--- src/rtl/assert_macros.svh ---
// Assertion shorthands shared by the row table RTL.
// Expects clk and rst_n in the scope of every use.
`ifndef ASSERT_MACROS_SVH
`define ASSERT_MACROS_SVH

// Condition holds at every clock edge out of reset.
`define ASSERT_ALWAYS(label, cond, msg) \
  label: assert property (@(posedge clk) disable iff (!rst_n) (cond)) else $error(msg);

// Consequent holds in the same cycle as the antecedent.
`define ASSERT_IMPL(label, ante, cons, msg) \
  label: assert property (@(posedge clk) disable iff (!rst_n) (ante) |-> (cons)) else $error(msg);

`endif

--- src/rtl/lrt_pkg.sv ---
// Shared widths, command and error codes, and control structs for the row table.
// No dependencies; imported by every module of the block.
package lrt_pkg;

  localparam int MAX_ROWS_DEF = 1024;
  localparam int CNT_W        = 17;   // compare width, holds any row count up to 65536
  localparam int ROW_W        = 10;
  localparam int RC_W         = 11;
  localparam int FUNC_W       = 2;
  localparam int ERR_W        = 2;
  localparam int CFG_IDX_W    = 1;

  localparam logic [FUNC_W-1:0] FUNC_UP      = 2'd0;
  localparam logic [FUNC_W-1:0] FUNC_DOWN    = 2'd1;
  localparam logic [FUNC_W-1:0] FUNC_DEL     = 2'd2;
  localparam logic [FUNC_W-1:0] FUNC_RESTORE = 2'd3;

  localparam logic [ERR_W-1:0] ERR_OK         = 2'd0;
  localparam logic [ERR_W-1:0] ERR_EMPTY_UNDO = 2'd1;
  localparam logic [ERR_W-1:0] ERR_SOLE_ROW   = 2'd2;

  localparam logic [CFG_IDX_W-1:0] REG_ROW_COUNT = 1'd0;
  localparam logic [CFG_IDX_W-1:0] REG_START_ROW = 1'd1;

  localparam logic [RC_W-1:0]  ROW_COUNT_RST = 11'd1024;
  localparam logic [ROW_W-1:0] START_ROW_RST = 10'd0;

  // Write strobes toward the link and mark memories.
  typedef struct packed {
    logic prev_we;
    logic next_we;
    logic mark_we;
    logic mark_val;
  } link_wr_t;

  // Undo stack commands.
  typedef struct packed {
    logic clear;
    logic push;
    logic pop;
  } undo_ctl_t;

endpackage

--- src/rtl/lrt_ctrl.sv ---
// Sequencer for the row table: clearing sweep, move walker, delete and restore.
// Depends on lrt_pkg and assert_macros.svh; drives lrt_link_mem and lrt_undo.
`include "assert_macros.svh"

module lrt_ctrl
  import lrt_pkg::*;
#(
  parameter int MAX_ROWS = MAX_ROWS_DEF,
  localparam int RW = $clog2(MAX_ROWS),
  localparam int LW = RW + 1,
  localparam int NW = $clog2(MAX_ROWS + 1)
) (
  input  logic              clk,
  input  logic              rst_n,
  input  logic              restart,
  input  logic [NW-1:0]     rows_used,
  input  logic [RW-1:0]     cursor_init,
  input  logic              in_valid,
  output logic              in_stall,
  input  logic [FUNC_W-1:0] in_func,
  input  logic [ROW_W-1:0]  in_distance,
  input  logic [ROW_W-1:0]  in_probe_row,
  output logic              out_valid,
  input  logic              out_stall,
  output logic [ROW_W-1:0]  out_cursor_row,
  output logic              out_probe_removed,
  output logic [ERR_W-1:0]  out_error_code,
  output logic [RW-1:0]     rd_addr,
  input  logic [LW-1:0]     prev_q,
  input  logic [LW-1:0]     next_q,
  output logic [RW-1:0]     mark_rd_addr,
  input  logic              mark_q,
  output link_wr_t          lwr,
  output logic [RW-1:0]     prev_wa,
  output logic [LW-1:0]     prev_wd,
  output logic [RW-1:0]     next_wa,
  output logic [LW-1:0]     next_wd,
  output logic [RW-1:0]     mark_wa,
  output undo_ctl_t         uctl,
  output logic [RW-1:0]     push_row,
  input  logic [NW-1:0]     undo_depth,
  input  logic [RW-1:0]     undo_q
);

  localparam logic [2:0] S_INIT  = 3'd0;
  localparam logic [2:0] S_IDLE  = 3'd1;
  localparam logic [2:0] S_MOVE  = 3'd2;
  localparam logic [2:0] S_DEL   = 3'd3;
  localparam logic [2:0] S_RST1  = 3'd4;
  localparam logic [2:0] S_RST2  = 3'd5;
  localparam logic [2:0] S_PROBE = 3'd6;
  localparam logic [2:0] S_DONE  = 3'd7;

  localparam logic [LW-1:0] LINK_NONE = {1'b1, {RW{1'b0}}};

  logic [2:0]        state_r, state_nxt;
  logic [RW-1:0]     sweep_r, sweep_nxt;
  logic [RW-1:0]     cursor_r, cursor_nxt;
  logic [RW-1:0]     row_r, row_nxt;
  logic [FUNC_W-1:0] func_r, func_nxt;
  logic [ROW_W-1:0]  dist_r, dist_nxt;
  logic [ROW_W-1:0]  probe_r, probe_nxt;
  logic [ERR_W-1:0]  err_r, err_nxt;
  logic              out_valid_r, out_valid_nxt;
  logic [ROW_W-1:0]  out_cursor_r, out_cursor_nxt;
  logic              out_removed_r, out_removed_nxt;
  logic [ERR_W-1:0]  out_err_r, out_err_nxt;

  logic              in_acc;
  logic              p_none, n_none;
  logic [LW-1:0]     hop_q;
  logic              hop_done;
  logic              probe_ok;
  logic [CNT_W-1:0]  sweep_plus;

  assign in_stall          = (state_r != S_IDLE);
  assign in_acc            = in_valid && (state_r == S_IDLE);
  assign out_valid         = out_valid_r;
  assign out_cursor_row    = out_cursor_r;
  assign out_probe_removed = out_removed_r;
  assign out_error_code    = out_err_r;

  assign p_none       = prev_q[LW-1];
  assign n_none       = next_q[LW-1];
  assign mark_rd_addr = RW'(probe_r);
  assign probe_ok     = CNT_W'(probe_r) < CNT_W'(rows_used);
  assign sweep_plus   = CNT_W'(sweep_r) + CNT_W'(1);

  // walker: one link hop and one count step per cycle
  assign hop_q    = (func_r == FUNC_UP) ? prev_q : next_q;
  assign hop_done = (dist_r == '0) || hop_q[LW-1];

  always_comb begin
    state_nxt       = state_r;
    sweep_nxt       = sweep_r;
    cursor_nxt      = cursor_r;
    row_nxt         = row_r;
    func_nxt        = func_r;
    dist_nxt        = dist_r;
    probe_nxt       = probe_r;
    err_nxt         = err_r;
    out_valid_nxt   = out_valid_r && out_stall;
    out_cursor_nxt  = out_cursor_r;
    out_removed_nxt = out_removed_r;
    out_err_nxt     = out_err_r;
    rd_addr         = cursor_r;
    lwr             = '0;
    prev_wa         = sweep_r;
    prev_wd         = LINK_NONE;
    next_wa         = sweep_r;
    next_wd         = LINK_NONE;
    mark_wa         = sweep_r;
    uctl            = '0;
    push_row        = cursor_r;

    case (state_r)
      S_INIT: begin
        // rebuild the chain one row per cycle
        uctl.clear   = 1'b1;
        cursor_nxt   = cursor_init;
        lwr.prev_we  = 1'b1;
        lwr.next_we  = 1'b1;
        lwr.mark_we  = 1'b1;
        lwr.mark_val = 1'b0;
        prev_wd      = (sweep_r == '0) ? LINK_NONE : {1'b0, sweep_r - RW'(1)};
        next_wd      = (sweep_plus >= CNT_W'(rows_used)) ? LINK_NONE
                                                         : {1'b0, sweep_r + RW'(1)};
        if (sweep_r == RW'(MAX_ROWS - 1)) begin
          state_nxt = S_IDLE;
        end else begin
          sweep_nxt = sweep_r + RW'(1);
        end
      end
      S_IDLE: begin
        if (in_acc) begin
          func_nxt  = in_func;
          dist_nxt  = in_distance;
          probe_nxt = in_probe_row;
          err_nxt   = ERR_OK;
          case (in_func)
            FUNC_UP, FUNC_DOWN: begin
              state_nxt = S_MOVE;
            end
            FUNC_DEL: begin
              state_nxt = S_DEL;
            end
            default: begin
              if (undo_depth == '0) begin
                err_nxt   = ERR_EMPTY_UNDO;
                state_nxt = S_PROBE;
              end else begin
                uctl.pop  = 1'b1;
                state_nxt = S_RST1;
              end
            end
          endcase
        end
      end
      S_MOVE: begin
        if (hop_done) begin
          state_nxt = S_PROBE;
        end else begin
          cursor_nxt = hop_q[RW-1:0];
          dist_nxt   = dist_r - ROW_W'(1);
          rd_addr    = hop_q[RW-1:0];
        end
      end
      S_DEL: begin
        if (p_none && n_none) begin
          err_nxt = ERR_SOLE_ROW;
        end else begin
          uctl.push    = 1'b1;
          lwr.mark_we  = 1'b1;
          lwr.mark_val = 1'b1;
          mark_wa      = cursor_r;
          lwr.next_we  = !p_none;
          next_wa      = prev_q[RW-1:0];
          next_wd      = next_q;
          lwr.prev_we  = !n_none;
          prev_wa      = next_q[RW-1:0];
          prev_wd      = prev_q;
          cursor_nxt   = n_none ? prev_q[RW-1:0] : next_q[RW-1:0];
        end
        state_nxt = S_PROBE;
      end
      S_RST1: begin
        rd_addr   = undo_q;
        row_nxt   = undo_q;
        state_nxt = S_RST2;
      end
      S_RST2: begin
        // links of a restored row still name its old neighbors
        lwr.mark_we  = 1'b1;
        lwr.mark_val = 1'b0;
        mark_wa      = row_r;
        lwr.next_we  = !p_none;
        next_wa      = prev_q[RW-1:0];
        next_wd      = {1'b0, row_r};
        lwr.prev_we  = !n_none;
        prev_wa      = next_q[RW-1:0];
        prev_wd      = {1'b0, row_r};
        state_nxt    = S_PROBE;
      end
      S_PROBE: begin
        state_nxt = S_DONE;
      end
      S_DONE: begin
        if (!out_valid_r || !out_stall) begin
          out_valid_nxt   = 1'b1;
          out_cursor_nxt  = ROW_W'(cursor_r);
          out_removed_nxt = probe_ok && mark_q;
          out_err_nxt     = err_r;
          state_nxt       = S_IDLE;
        end
      end
      default: begin
        state_nxt = S_INIT;
      end
    endcase

    if (restart) begin
      uctl.clear = 1'b1;
      state_nxt  = S_INIT;
      sweep_nxt  = '0;
    end
  end

  always_ff @(posedge clk) begin
    if (!rst_n) begin
      state_r     <= S_INIT;
      sweep_r     <= '0;
      out_valid_r <= 1'b0;
    end else begin
      state_r     <= state_nxt;
      sweep_r     <= sweep_nxt;
      out_valid_r <= out_valid_nxt;
    end
  end

  always_ff @(posedge clk) begin
    cursor_r      <= cursor_nxt;
    row_r         <= row_nxt;
    func_r        <= func_nxt;
    dist_r        <= dist_nxt;
    probe_r       <= probe_nxt;
    err_r         <= err_nxt;
    out_cursor_r  <= out_cursor_nxt;
    out_removed_r <= out_removed_nxt;
    out_err_r     <= out_err_nxt;
  end

  `ASSERT_ALWAYS(a_depth_bound, CNT_W'(undo_depth) < CNT_W'(rows_used), "undo depth reached row count")
  `ASSERT_IMPL(a_cursor_range, state_r != S_INIT, CNT_W'(cursor_r) < CNT_W'(rows_used), "cursor outside table")
  `ASSERT_IMPL(a_out_load, $rose(out_valid_r), $past(state_r) == S_DONE, "result beat not from done state")
  `ASSERT_IMPL(a_move_quiet, state_r == S_MOVE, !lwr.mark_we && !uctl.push, "move modified table")

endmodule

--- config.mk ---
export PLATFORM = sky130hd
export DESIGN_NAME = lrt_ctrl
export DESIGN_NICKNAME = d
export VERILOG_FILES = /design/src/rtl/lrt_pkg.sv /design/src/rtl/lrt_ctrl.sv
export VERILOG_INCLUDE_DIRS = /design/src /design/src/rtl
export SDC_FILE = /design/constraint.sdc
export NUM_CORES = 1
export LEC_CHECK = 0
export BUFFER_PORTS_ARGS = -buffer_cell sky130_fd_sc_hd__buf_2
export CAP_MARGIN = 25
export CORE_AREA = 4 4 105 117
export CTS_CLUSTER_SIZE = 12
export DETAILED_ROUTE_END_ITERATION = 7
export DIE_AREA = 0 0 109 121
export PLACE_DENSITY = 0.81
export SETUP_SLACK_MARGIN = 0.05
export SLEW_MARGIN = 30
export SYNTH_ARGS = -nofsm -noshare
export SYNTH_HDL_FRONTEND = slang
export SYNTH_SLANG_ARGS = --single-unit
export TNS_END_PERCENT = 20
--- constraint.sdc ---
create_clock -name clk -period 2.5 [get_ports clk]
set_input_delay 0.125 -clock clk [delete_from_list [all_inputs] [get_ports clk]]
set_output_delay 0.125 -clock clk [all_outputs]
set_load 0.05 [all_outputs]
== Word level (Yosys, flattened, before mapping) ==
Cells that the tools add are included.

* Bits in registers: 71
* Latch bits: 0
* Bits in writable memories: 0
* Bits in read-only memories: 0
* Input port bits: 92
* Output and inout port bits: 104
* Word-level logic and storage cells: 113
* Memories kept: 0

* Add/subtract/negate cells: 4
* $mul: 0
* Divide/modulo/power cells: 0
* Magnitude comparators: 2
* Equal/unequal tests: 18
* Shifts and indexed selects: 0
* Muxes and demuxes: 45
* Bitwise gates (word level): 2
* Reductions and logical operators: 30

{| class="wikitable"
|+ Operators by type and width
! operator !! count
|-
| $pmux 10 s2 || 5
|-
| $mux 10 || 8
|-
| $pmux 11 s3 || 2
|-
| $mux 11 || 5
|-
| $pmux 10 s3 || 1
|-
| $pmux 3 s7 || 1
|-
| $logic_not 10->1 || 2
|-
| $sub 10x1->10 const B || 2
|-
| $ne 2x2->1 const B || 7
|-
| $eq 3x3->1 const B || 4
|-
| $mux 1 || 12
|-
| $mux 3 || 4
|-
| $pmux 4 s3 || 1
|-
| $add 10x1->11 const B || 1
|-
| $ge 11x11->1 || 1
|-
| $logic_not 11->1 || 1
|-
| $lt 10x11->1 || 1
|-
| $add 10x1->10 const B || 1
|-
| $eq 10x10->1 const B || 1
|-
| $reduce_and 2->1 || 4
|-
| $eq 3x2->1 const B || 2
|-
| $mux 2 || 3
|-
| $pmux 3 s2 || 1
|-
| $reduce_and 3->1 || 2
|-
| other kinds (17) || 29
|}

== Logic depth before layout (Yosys ltp) ==
Gate-level depths: netlist of run 1.

* Word-level depth: 5
* Gate-level depth with buffers: 10
* Gate-level depth less buffers: 9

== Worst setup path before layout of run 1 ==
Ideal clock, no wire load.

* Path type: reg2out
* Start: reg sweep_r[0]
* End: out next_wd[1]
* Data arrival time: 2.824 ns
* Required time: 2.375 ns
* Slack: -0.449 ns
* Stages on the path, launching flop included: 11
* Path buffers: 2
* Cells stage by stage: dfxtp_1 clkbuf_1 nand4_1 or3_1 xnor2_1 ha_1 nand2_1 o2111ai_1 a311oi_1 clkbuf_1 a221o_1

* Cells in the longest elaborated chain, start to end: 4
* Elaborated cells on any way between the ends: 5
* Those cells by class: add/sub (2); order compare (1); mux (2)

{| class="wikitable"
|+ RTL lines
! what !! RTL line !! text
|-
| from (decl) || lrt_ctrl.sv:57 || <nowiki>logic [RW-1:0] sweep_r, sweep_nxt;</nowiki>
|-
| from (signal assigned) || lrt_ctrl.sv:235 || <nowiki>sweep_r <= sweep_nxt;</nowiki>
|-
| $add 10x1->11 || lrt_ctrl.sv:87 || <nowiki>assign sweep_plus = CNT_W'(sweep_r) + CNT_W'(1);</nowiki>
|-
| via sweep_plus[9] || lrt_ctrl.sv:74 || <nowiki>logic [CNT_W-1:0] sweep_plus;</nowiki>
|-
| $ge 11x11->1 || lrt_ctrl.sv:126 || <nowiki>next_wd = (sweep_plus >= CNT_W'(rows_used)) ? LINK_NONE</nowiki>
|-
| $mux 11 || lrt_ctrl.sv:126 ||
|-
| $pmux 11 s3 || lrt_ctrl.sv:116 || <nowiki>case (state_r)</nowiki>
|-
| to (decl) || lrt_ctrl.sv:37 || <nowiki>output logic [LW-1:0] next_wd,</nowiki>
|}

The timed path passes the listed nets, and every way through them passes these cells.

== Final worst setup path of run 1 ==
* Start: reg sweep_r[1]
* End: out next_wd[0]

Same word-level chain as after synthesis.

==> metrics, run 1 <==
synthesis-to-finish area growth=47.5%; drt first pass iters=7; critical path's slowest cell=dfxtp_2; CP endpoint kind=output port; GRT Overall Usage=27.4%; status=finished, violations left; Post-synth EDFFs=57; Int Power=2.46 mW; Hold Violations, Final=0; IO buf count=195; synthesized area=4930 um2; Peak VDD IR=0.287 mV; # nets final=863; Max Slew Vio Count=0; adder-cell share of the synthesized area=5.83%; Post-Synthesis Cells=503; net count after synthesis=618; Sw Pwr=0.842 mW; Overflow after GRT=0; Synth Flop Type=edfxtp_1; failing checks=negative setup slack; crit path kind=flop to output port; most common cell after layout, fill and taps aside=buf_2; Die H=121 um; Initial Utilization=43.9%; Die ar.=13200 um2; Slew HR=64.9%; part of the Yosys area used for sequential elements=40.4%; compound-gate portion of the synthesized area=19.3%; routed len/inst=20.4 um; Critical Path Most Common Cell=buf_12; Via-to-Cell Ratio=5.86; fin worst setup slack=-473 ps; synth warn=0; GP Congestion=0.893; crit path DAT=2850 ps; CP max FO=11; slowest stage delay, CP=370 ps; LEAKAGE=3.31 nW; Sw Ratio=25.5%; CTS tree=built; ratio of cells with drive above 1 in the final layout=46.1%; Unique masters post-synth=59; via count=5294; fin crit share=119%; Post-synth ARST share=0%; first-pass GRT wire length=27500 um; Final TNS setup=-5630 ps; Clock Tree Buf Depth=2; diode count=0; vias in the first global route=5242; Comb pwr share=15.5%; DPL Wire Length=13400 um; Overall Power=3.30 mW; routed wire length=18400 um; power per cell area=454 nW/um2; post-synthesis sequential element count=71; die width=109 um; placed cell area=6460 um2; Post-Synth XOR/XNOR Area=4.08%; clock skew=9.75 ps; Avg Inst Size Synth=9.81 um2; largest family of logic cells by synthesized area=compound AO/OA/AOI/OAI gates; TritonCTS Buffers=9; post-synthesis mux area share=9.03%; largest net degree at the start of global routing=32; initial antenna violation count=0; Slew @ Worst Pin=521 ps; Critical Path RT=2380 ps; Clk network pwr share=45.2%; Clock transition at path regs=60 ps; final-layout fill cell count=874; FP Rows=41; Root Buffer=clkbuf_16; # IOs=196; HP Class=input pin to flop; worst path cell trace=ha_4 > nand3_4 > nor3_4 > xor2_2 > ha_1 > a21oi_1 > o2111ai_1 > a311oi_2 > buf_12 > a221o_1 > buf_12; H-tree Lvls=3; Skew-Pair Late Insertion Delay=340 ps; Seq pwr share=39.3%; fmax=336 MHz; minimum clock period=2970 ps; CP Launch Type=flop; most frequent cells in the layout=168 x buf_2, 57 x edfxtp_1, 49 x buf_4; Final Cell Area=7280 um2; Placeable Area=11200 um2; unrepaired setup endpoints after global routing=yes; Remaining DRCs=0; # Max-Cap Violations=0; clk sinks=71; Final setup violation count=21; Routed Antenna Nets=0; simple-gate share of the synthesized area=16.8%; First DRT Iteration DRCs=416
## routing by layer
layer	track usage (%)	part of all wire, %	vias up
li1	-	-	2405
met1	31.8	36	2449
met2	45.7	49	365
met3	5.53	9.8	75
met4	17.3	5.0	0
met5	0	0	-
## worst max-delay path: cells and delay by family (launching register included)
| family | cells | cell delay [ps] |
|---|---|---|
| adders and majority gates | 2 | 440 |
| AOI/OAI and AO/OA | 4 | 870 |
| buffers and inverters | 2 | 340 |
| and+or+nand+nor | 2 | 280 |
| DFF | 1 | 370 |
| xor gates and xnor gates | 1 | 190 |
## final timing paths
check,start,end,slack [ps],cells after the start
setup / recovery,sweep_r[1],next_wd[0],-470,11
hold reg to reg,err_r[1],out_error_code[1],430,0
hold / removal,in_func[0],func_r[0],8,1
setup reg to reg,dist_r[1],push_row[6],250,7
## logic make-up (layout without fill, tap and decap cells)
family	count (synthesis)	count (layout)
buffers and inverters	53	303
AO/OA/AOI/OAI	133	133
XOR/XNOR	23	23
adder cells (fa/ha/maj)	23	23
multiplexers	42	42
flip-flops	71	71
AND/OR/NAND/NOR	158	158
## power groups by stage
stage	Clock, mW	Combinational, mW	Sequential (mW)
finish	1.49	0.511	1.30
global route	1.57	0.538	1.30
CTS	1.51	0.497	1.30
detailed placement	0	0.454	1.32
global placement	0	0.445	1.32
floorplan	0	0.246	1.35
## repair_timing
item / in CTS / in global routing
resized for setup: 58 / 16
pin swaps: 4 / 2
buffers inserted: 3 / 1
hold endpoints to repair: 21 / 0
endpoints found under the setup margin: 36 / 44
hold buffers: 21 / 0
## per-stage QoR
stage / setup WS [ps] / instances / hold WS, ps / util [%]
CTS: -418 / 902 / 6.57 / 64.3
finish: -473 / 903 / 7.63 / 64.8
detailed placement: -128 / 862 / 303 / 57.5
global route: -592 / 903 / 7.12 / 64.8
global placement: 3.84 / 862 / 303 / 57.5
floorplan: 36.3 / 503 / 224 / -
## final cells by class
cell class	count	area, um2	share of cell area, %
Sequential cell	71	2000	27.5
Timing Repair Buffer	269	1800	24.7
Inverter	18	67.6	0.928
Clock inverter	7	119	1.63
Tap cell	150	188	2.58
Multi-Input combinational cell	379	2880	39.5
Clock buffer	9	225	3.09
## registers in the layout, indices dropped and copies added, names as in the netlist, 3 cells and up
name / cells
dist_r: 10
mark_rd_addr: 10
out_cursor_row: 10
push_row: 10
row_r: 10
sweep_r: 10
state_r: 3
## synth_stat cells (all sizes together), types with 2 or more instances
cell type / n / area share [%]
mux2i: 22 / 4.5
a211o: 11 / 2.2
nor4: 5 / 0.63
nand4: 6 / 0.76
clkbuf: 18 / 1.4
a31oi: 5 / 0.94
o21ai: 41 / 4.2
edfxtp: 57 / 35
o22ai: 3 / 0.38
and4: 2 / 0.36
nand2b: 7 / 0.89
xnor2: 14 / 2.5
nand4b: 2 / 0.36
nor2: 29 / 2.3
a21oi: 27 / 2.8
buf: 17 / 1.8
or3: 7 / 0.99
o2111ai: 2 / 0.36
and2: 10 / 1.3
nand2: 42 / 3.2
or2: 2 / 0.25
nor3: 22 / 2.6
or4: 3 / 0.48
nand3: 12 / 1.2
nor2b: 3 / 0.38
xor2: 9 / 1.6
o31ai: 4 / 0.61
dfxtp: 14 / 5.7
inv: 18 / 1.4
nor3b: 2 / 0.41
a221o: 30 / 6.1
mux2: 20 / 4.6
ha: 23 / 5.8
(Power assumes the default switching activity.)
==> inputs of run 2 (changes only) <==
==> constraint.sdc (replaced) <==
create_clock -name clk -period 2.5 [get_ports clk]
set_input_delay 0.5 -clock clk [delete_from_list [all_inputs] [get_ports clk]]
set_output_delay 0.5 -clock clk [all_outputs]
set_load 0.05 [all_outputs]
==> run 2 against run 1 <==
The flow still finishes with violations (negative setup slack). Clock-buffer cell count stayed put. Sequential cell count stayed put. Die area is the same. Final cell count increased by 3.0%. Register-to-register slack worse by 130 ps. Clock skew about the same. Critical path type unchanged. Largest cell class unchanged. Largest power group is now registers. Highest routed layer unchanged.
==> metrics, run 2 (synthesis results as in run 1) <==
status=finished, violations left; failing checks=negative setup slack; synthesis-to-finish area growth=53.0%; vias in the first global route=5526; # nets final=890; non-filler cells, final=930; die width=109 um; Slew HR=64.1%; CTS tree=built; Final TNS setup=-12460 ps; Critical Path RT=2000 ps; # IOs=196; most frequent cells in the layout=141 x buf_2, 104 x buf_4, 57 x edfxtp_1; diode count=0; final-layout fill cell count=829; Peak VDD IR=0.297 mV; IO buf count=195; via count=5481; ratio of cells with drive above 1 in the final layout=50.5%; LEAKAGE=3.47 nW; # Max-Cap Violations=0; fin worst setup slack=-793 ps; Max Slew Vio Count=0; CP Launch Type=flop; Placed Cells=905; Buf/Inv on CP=2; initial antenna violation count=0; Initial Utilization=43.9%; HP Class=input pin to flop; crit path DAT=2790 ps; most common cell after layout, fill and taps aside=buf_2; First DRT Iteration DRCs=511; Die ar.=13200 um2; GRT Overall Usage=28.0%; power per cell area=413 nW/um2; fin crit share=132%; Final setup violation count=27; Routed Antenna Nets=0; Clock Tree Buf Depth=2; FP Rows=41; Overall Power=3.12 mW; Clock transition at path regs=60 ps; GP Congestion=0.912; fmax=304 MHz; Crit path max-delay family=simple AND/OR/NAND/NOR gates; H-tree Lvls=3; CP endpoint kind=output port; Critical Path Most Common Cell=nand4_1; Overflow after GRT=0; Root Buffer=clkbuf_16; slowest stage delay, CP=380 ps; post-layout util=67.2%; CP max FO=11; storage element area=2010 um2; Slew @ Worst Pin=537 ps; multi-input logic area=2850 um2; Die H=121 um; DPL Wire Length=14000 um; drt first pass iters=5; routed len/inst=20.3 um; clk sinks=71; Skew-Pair Late Insertion Delay=340 ps; first-pass GRT wire length=28400 um; TritonCTS Buffers=9; unrepaired setup endpoints after global routing=yes; Remaining DRCs=0; worst path cell trace=nand4_1 > or3_4 > xnor2_2 > ha_1 > nand4_1 > nor2_1 > a311oi_2 > buf_12 > a221o_2 > buf_6; routed wire length=18900 um; Placeable Area=11200 um2; minimum clock period=3290 ps; crit path kind=flop to output port; clock skew=9.48 ps; Via-to-Cell Ratio=5.89; Hold Violations, Final=0; critical path's slowest cell=dfxtp_4; Hold Worst Slack=336 ps; largest net degree at the start of global routing=32
[run 2: changes by cell type in the layout (fill, tap and decap cells not counted), moves of 4 or more]
cell           delta
clkbuf_4          -4
buf_2            -27
dlygate4sd3_1    -21
buf_6            +21
o21ai_0           -4
nor3_2            -4
nor3_1            +5
o21ai_2           +4
buf_4            +55
[run 2: per-stage QoR]
stage,setup WS [ps],instance area [um2]
after floorplan,-339,5030
after global placement,-394,6830
after detailed placement,-488,6830
after CTS,-778,7470
after global routing,-932,7550
final,-793,7550
[run 2: power breakdown]
group | switching (mW) | internal, mW | leakage [nW]
Clock | 0.516 | 0.773 | 0.150
Sequential | 0.0151 | 1.28 | 0.649
Combinational | 0.319 | 0.215 | 2.67
Total | 0.850 | 2.27 | 3.47
[run 2: repair_timing]
action | 4_1_cts | 5_1_grt
hold buffers | 0 | 0
setup endpoints to repair | 62 | 62
buffers inserted | 9 | 0
cloned | 0 | 0
pin swaps | 6 | 2
resized for setup | 102 | 25
[run 2: final cells by class]
| type | count | share of cell area [%] |
|---|---|---|
| Multi-Input combinational cell | 379 | 37.8 |
| Clock inverter | 7 | 0.945 |
| Clock buffer | 9 | 2.98 |
| Tap cell | 150 | 2.49 |
| Timing Repair Buffer | 296 | 28.3 |
| Inverter | 18 | 0.895 |
| Sequential cell | 71 | 26.7 |
[run 2: final timing paths]
path	startpoint	end	slack (ps)	depth (start not counted)
max	sweep_r[1]	next_wd[5]	-790	10
min	in_probe_row[5]	mark_rd_addr[5]	340	1
min reg2reg	err_r[1]	out_error_code[1]	430	0
max reg2reg	dist_r[0]	push_row[7]	120	8
[run 2: layer usage]
layer | up-vias | routed length, um | track usage, %
met3 | 77 | 1700 | 5.96
met1 | 2578 | 6700 | 31.1
met2 | 359 | 9460 | 48.4
li1 | 2467 | - | -
met4 | 0 | 1040 | 16.9
met5 | - | 0 | 0
==> inputs of run 3 (changes only) <==
- CORE_AREA: 4 4 105 117 -> 4 4 104 116
- CTS_BUF_LIST: default -> sky130_fd_sc_hd__clkbuf_8
- DIE_AREA: 0 0 109 121 -> 0 0 108 120
- GPL_TIMING_DRIVEN: default -> 0
- PLACE_DENSITY: 0.81 -> 0.82
==> run 3 against run 2 <==
The run still ends with negative setup slack left. Sequential power is essentially flat. Sequential cell count is the same. Wire length grew 4.0%. Clock power shrank 18%. Global-route usage grew 0.36 points. Sequential share of layout area grew 0.84 points. Combinational power shrank 6.6%. Non-clock buffer count shrank 40. Fmax shrank 8.1%. Register-to-register slack lost 70 ps. Total power shrank 8.4%. Worst hold slack lost 22 ps. Critical path type unchanged. Largest cell class unchanged.
==> metrics, run 3 (synthesis results as in run 1) <==
CP endpoint kind=output port; Root Buffer=clkbuf_8; Critical Path RT=2000 ps; H-tree Lvls=3; FP Rows=40; fmax=279 MHz; DPL Wire Length=13400 um; diode count=0; minimum clock period=3580 ps; Max Slew Vio Count=0; Remaining DRCs=0; Overflow after GRT=0; # nets final=850; RR Endpoint=dist_r[9]; failing checks=negative setup slack; routed wire length=19700 um; vias in the first global route=5418; crit path DAT=3080 ps; Final TNS setup=-25080 ps; synthesis-to-finish area growth=47.2%; CP Launch Type=flop; via count=5526; clk sinks=71; CP max FO=5; fin crit share=143%; Peak VDD IR=0.246 mV; Die ar.=13000 um2; routed len/inst=22.2 um; initial antenna violation count=0; die width=108 um; ratio of cells with drive above 1 in the final layout=48.5%; clock skew=14.0 ps; Final Cell Area=7260 um2; IO buf count=194; Via-to-Cell Ratio=6.23; LEAKAGE=3.25 nW; R2R depth=8; crit path kind=flop to output port; Die H=120 um; Skew-Pair Late Insertion Delay=370 ps; First DRT Iteration DRCs=665; HP Class=input pin to flop; power per cell area=393 nW/um2; worst hold path depth=1; Slew HR=43.7%; hold wc startpoint=in_probe_row[4]; TritonCTS Buffers=9; most common cell after layout, fill and taps aside=buf_2; Clock Tree Buf Depth=2; CTS tree=built; Routed Antenna Nets=0; Hold Worst Slack=314 ps; Hold Violations, Final=0; post-layout util=66.9%; hold bufs inserted after CTS=0; largest net degree at the start of global routing=20; Min-Delay Endpoint=mark_rd_addr[4]; most frequent cells in the layout=159 x buf_2, 57 x edfxtp_1, 41 x o21ai_0; Initial Utilization=45.4%; reg2reg setup slack=50 ps; Placeable Area=10900 um2; placed cell area=6200 um2; GP Congestion=0.931; unrepaired setup endpoints after global routing=yes; GRT Overall Usage=28.4%; drt first pass iters=6; # IOs=196; r2r startpoint=dist_r[1]; Clock transition at path regs=80 ps; first-pass GRT wire length=28600 um; Slew @ Worst Pin=844 ps; # Max-Cap Violations=0; Final setup violation count=61; worst slack at placement=-1230 ps; status=finished, violations left; fin worst setup slack=-1080 ps
run 3: cell type report:
class | instances | area, um2
fill | 816 | 3600
multi-input combinational | 379 | 3010
sequential | 71 | 2000
timing repair buffer | 221 | 1500
buffer | 35 | 284
tap | 147 | 184
clock buffer | 10 | 138
clock inverter | 6 | 85.1
inverter | 18 | 67.6
run 3: how the worst max path moves through the flow:
stage               start    endpoint  depth (start not counted)
4_1_cts        sweep_r[0]  next_wd[1]                         12
6_report       sweep_r[8]  next_wd[1]                         12
2_1_floorplan  sweep_r[0]  next_wd[1]                         10
3_3_place_gp   sweep_r[3]  next_wd[2]                         11
3_5_place_dp   sweep_r[3]  next_wd[2]                         11
5_1_grt        sweep_r[8]  next_wd[1]                         12
run 3: worst max-delay path, stage by stage, from the launching register on:
cell	delay, ps
dfxtp_1	340
buf_6	110
nand3_2	120
or3_4	450
xnor2_4	160
ha_4	280
nand4_1	140
nor2_1	170
a311oi_2	110
buf_4	170
buf_8	130
a221o_2	380
buf_8	160
run 3: where the power goes:
| part | internal [mW] | switching (mW) | total [mW] |
|---|---|---|---|
| Sequential | 1.28 | 0.0151 | 1.30 |
| Clock | 0.586 | 0.475 | 1.06 |
| Combinational | 0.180 | 0.319 | 0.499 |
| Total | 2.05 | 0.810 | 2.86 |
run 3: per-stage QoR:
stage / std cells / total power, mW
after floorplan: 503 / 1.60
after global placement: 844 / 1.76
after detailed placement: 844 / 1.77
after CTS: 879 / 2.83
after global routing: 887 / 2.92
final: 887 / 2.86
run 3: what timing repair did:
| item | in CTS | in global routing |
|---|---|---|
| gates cloned | 2 | 0 |
| gates resized for setup | 133 | 54 |
| setup endpoints to repair | 77 | 80 |
| setup buffers | 17 | 8 |
| pin swaps | 25 | 21 |
run 3: layer usage:
metal / global-route usage [%] / vias up / routed length [um]
li1: - / 2377 / -
met1: 33.8 / 2559 / 7090
met2: 47.3 / 472 / 9320
met3: 7.10 / 118 / 2070
met4: 14.0 / 0 / 1170
met5: 0 / - / 0
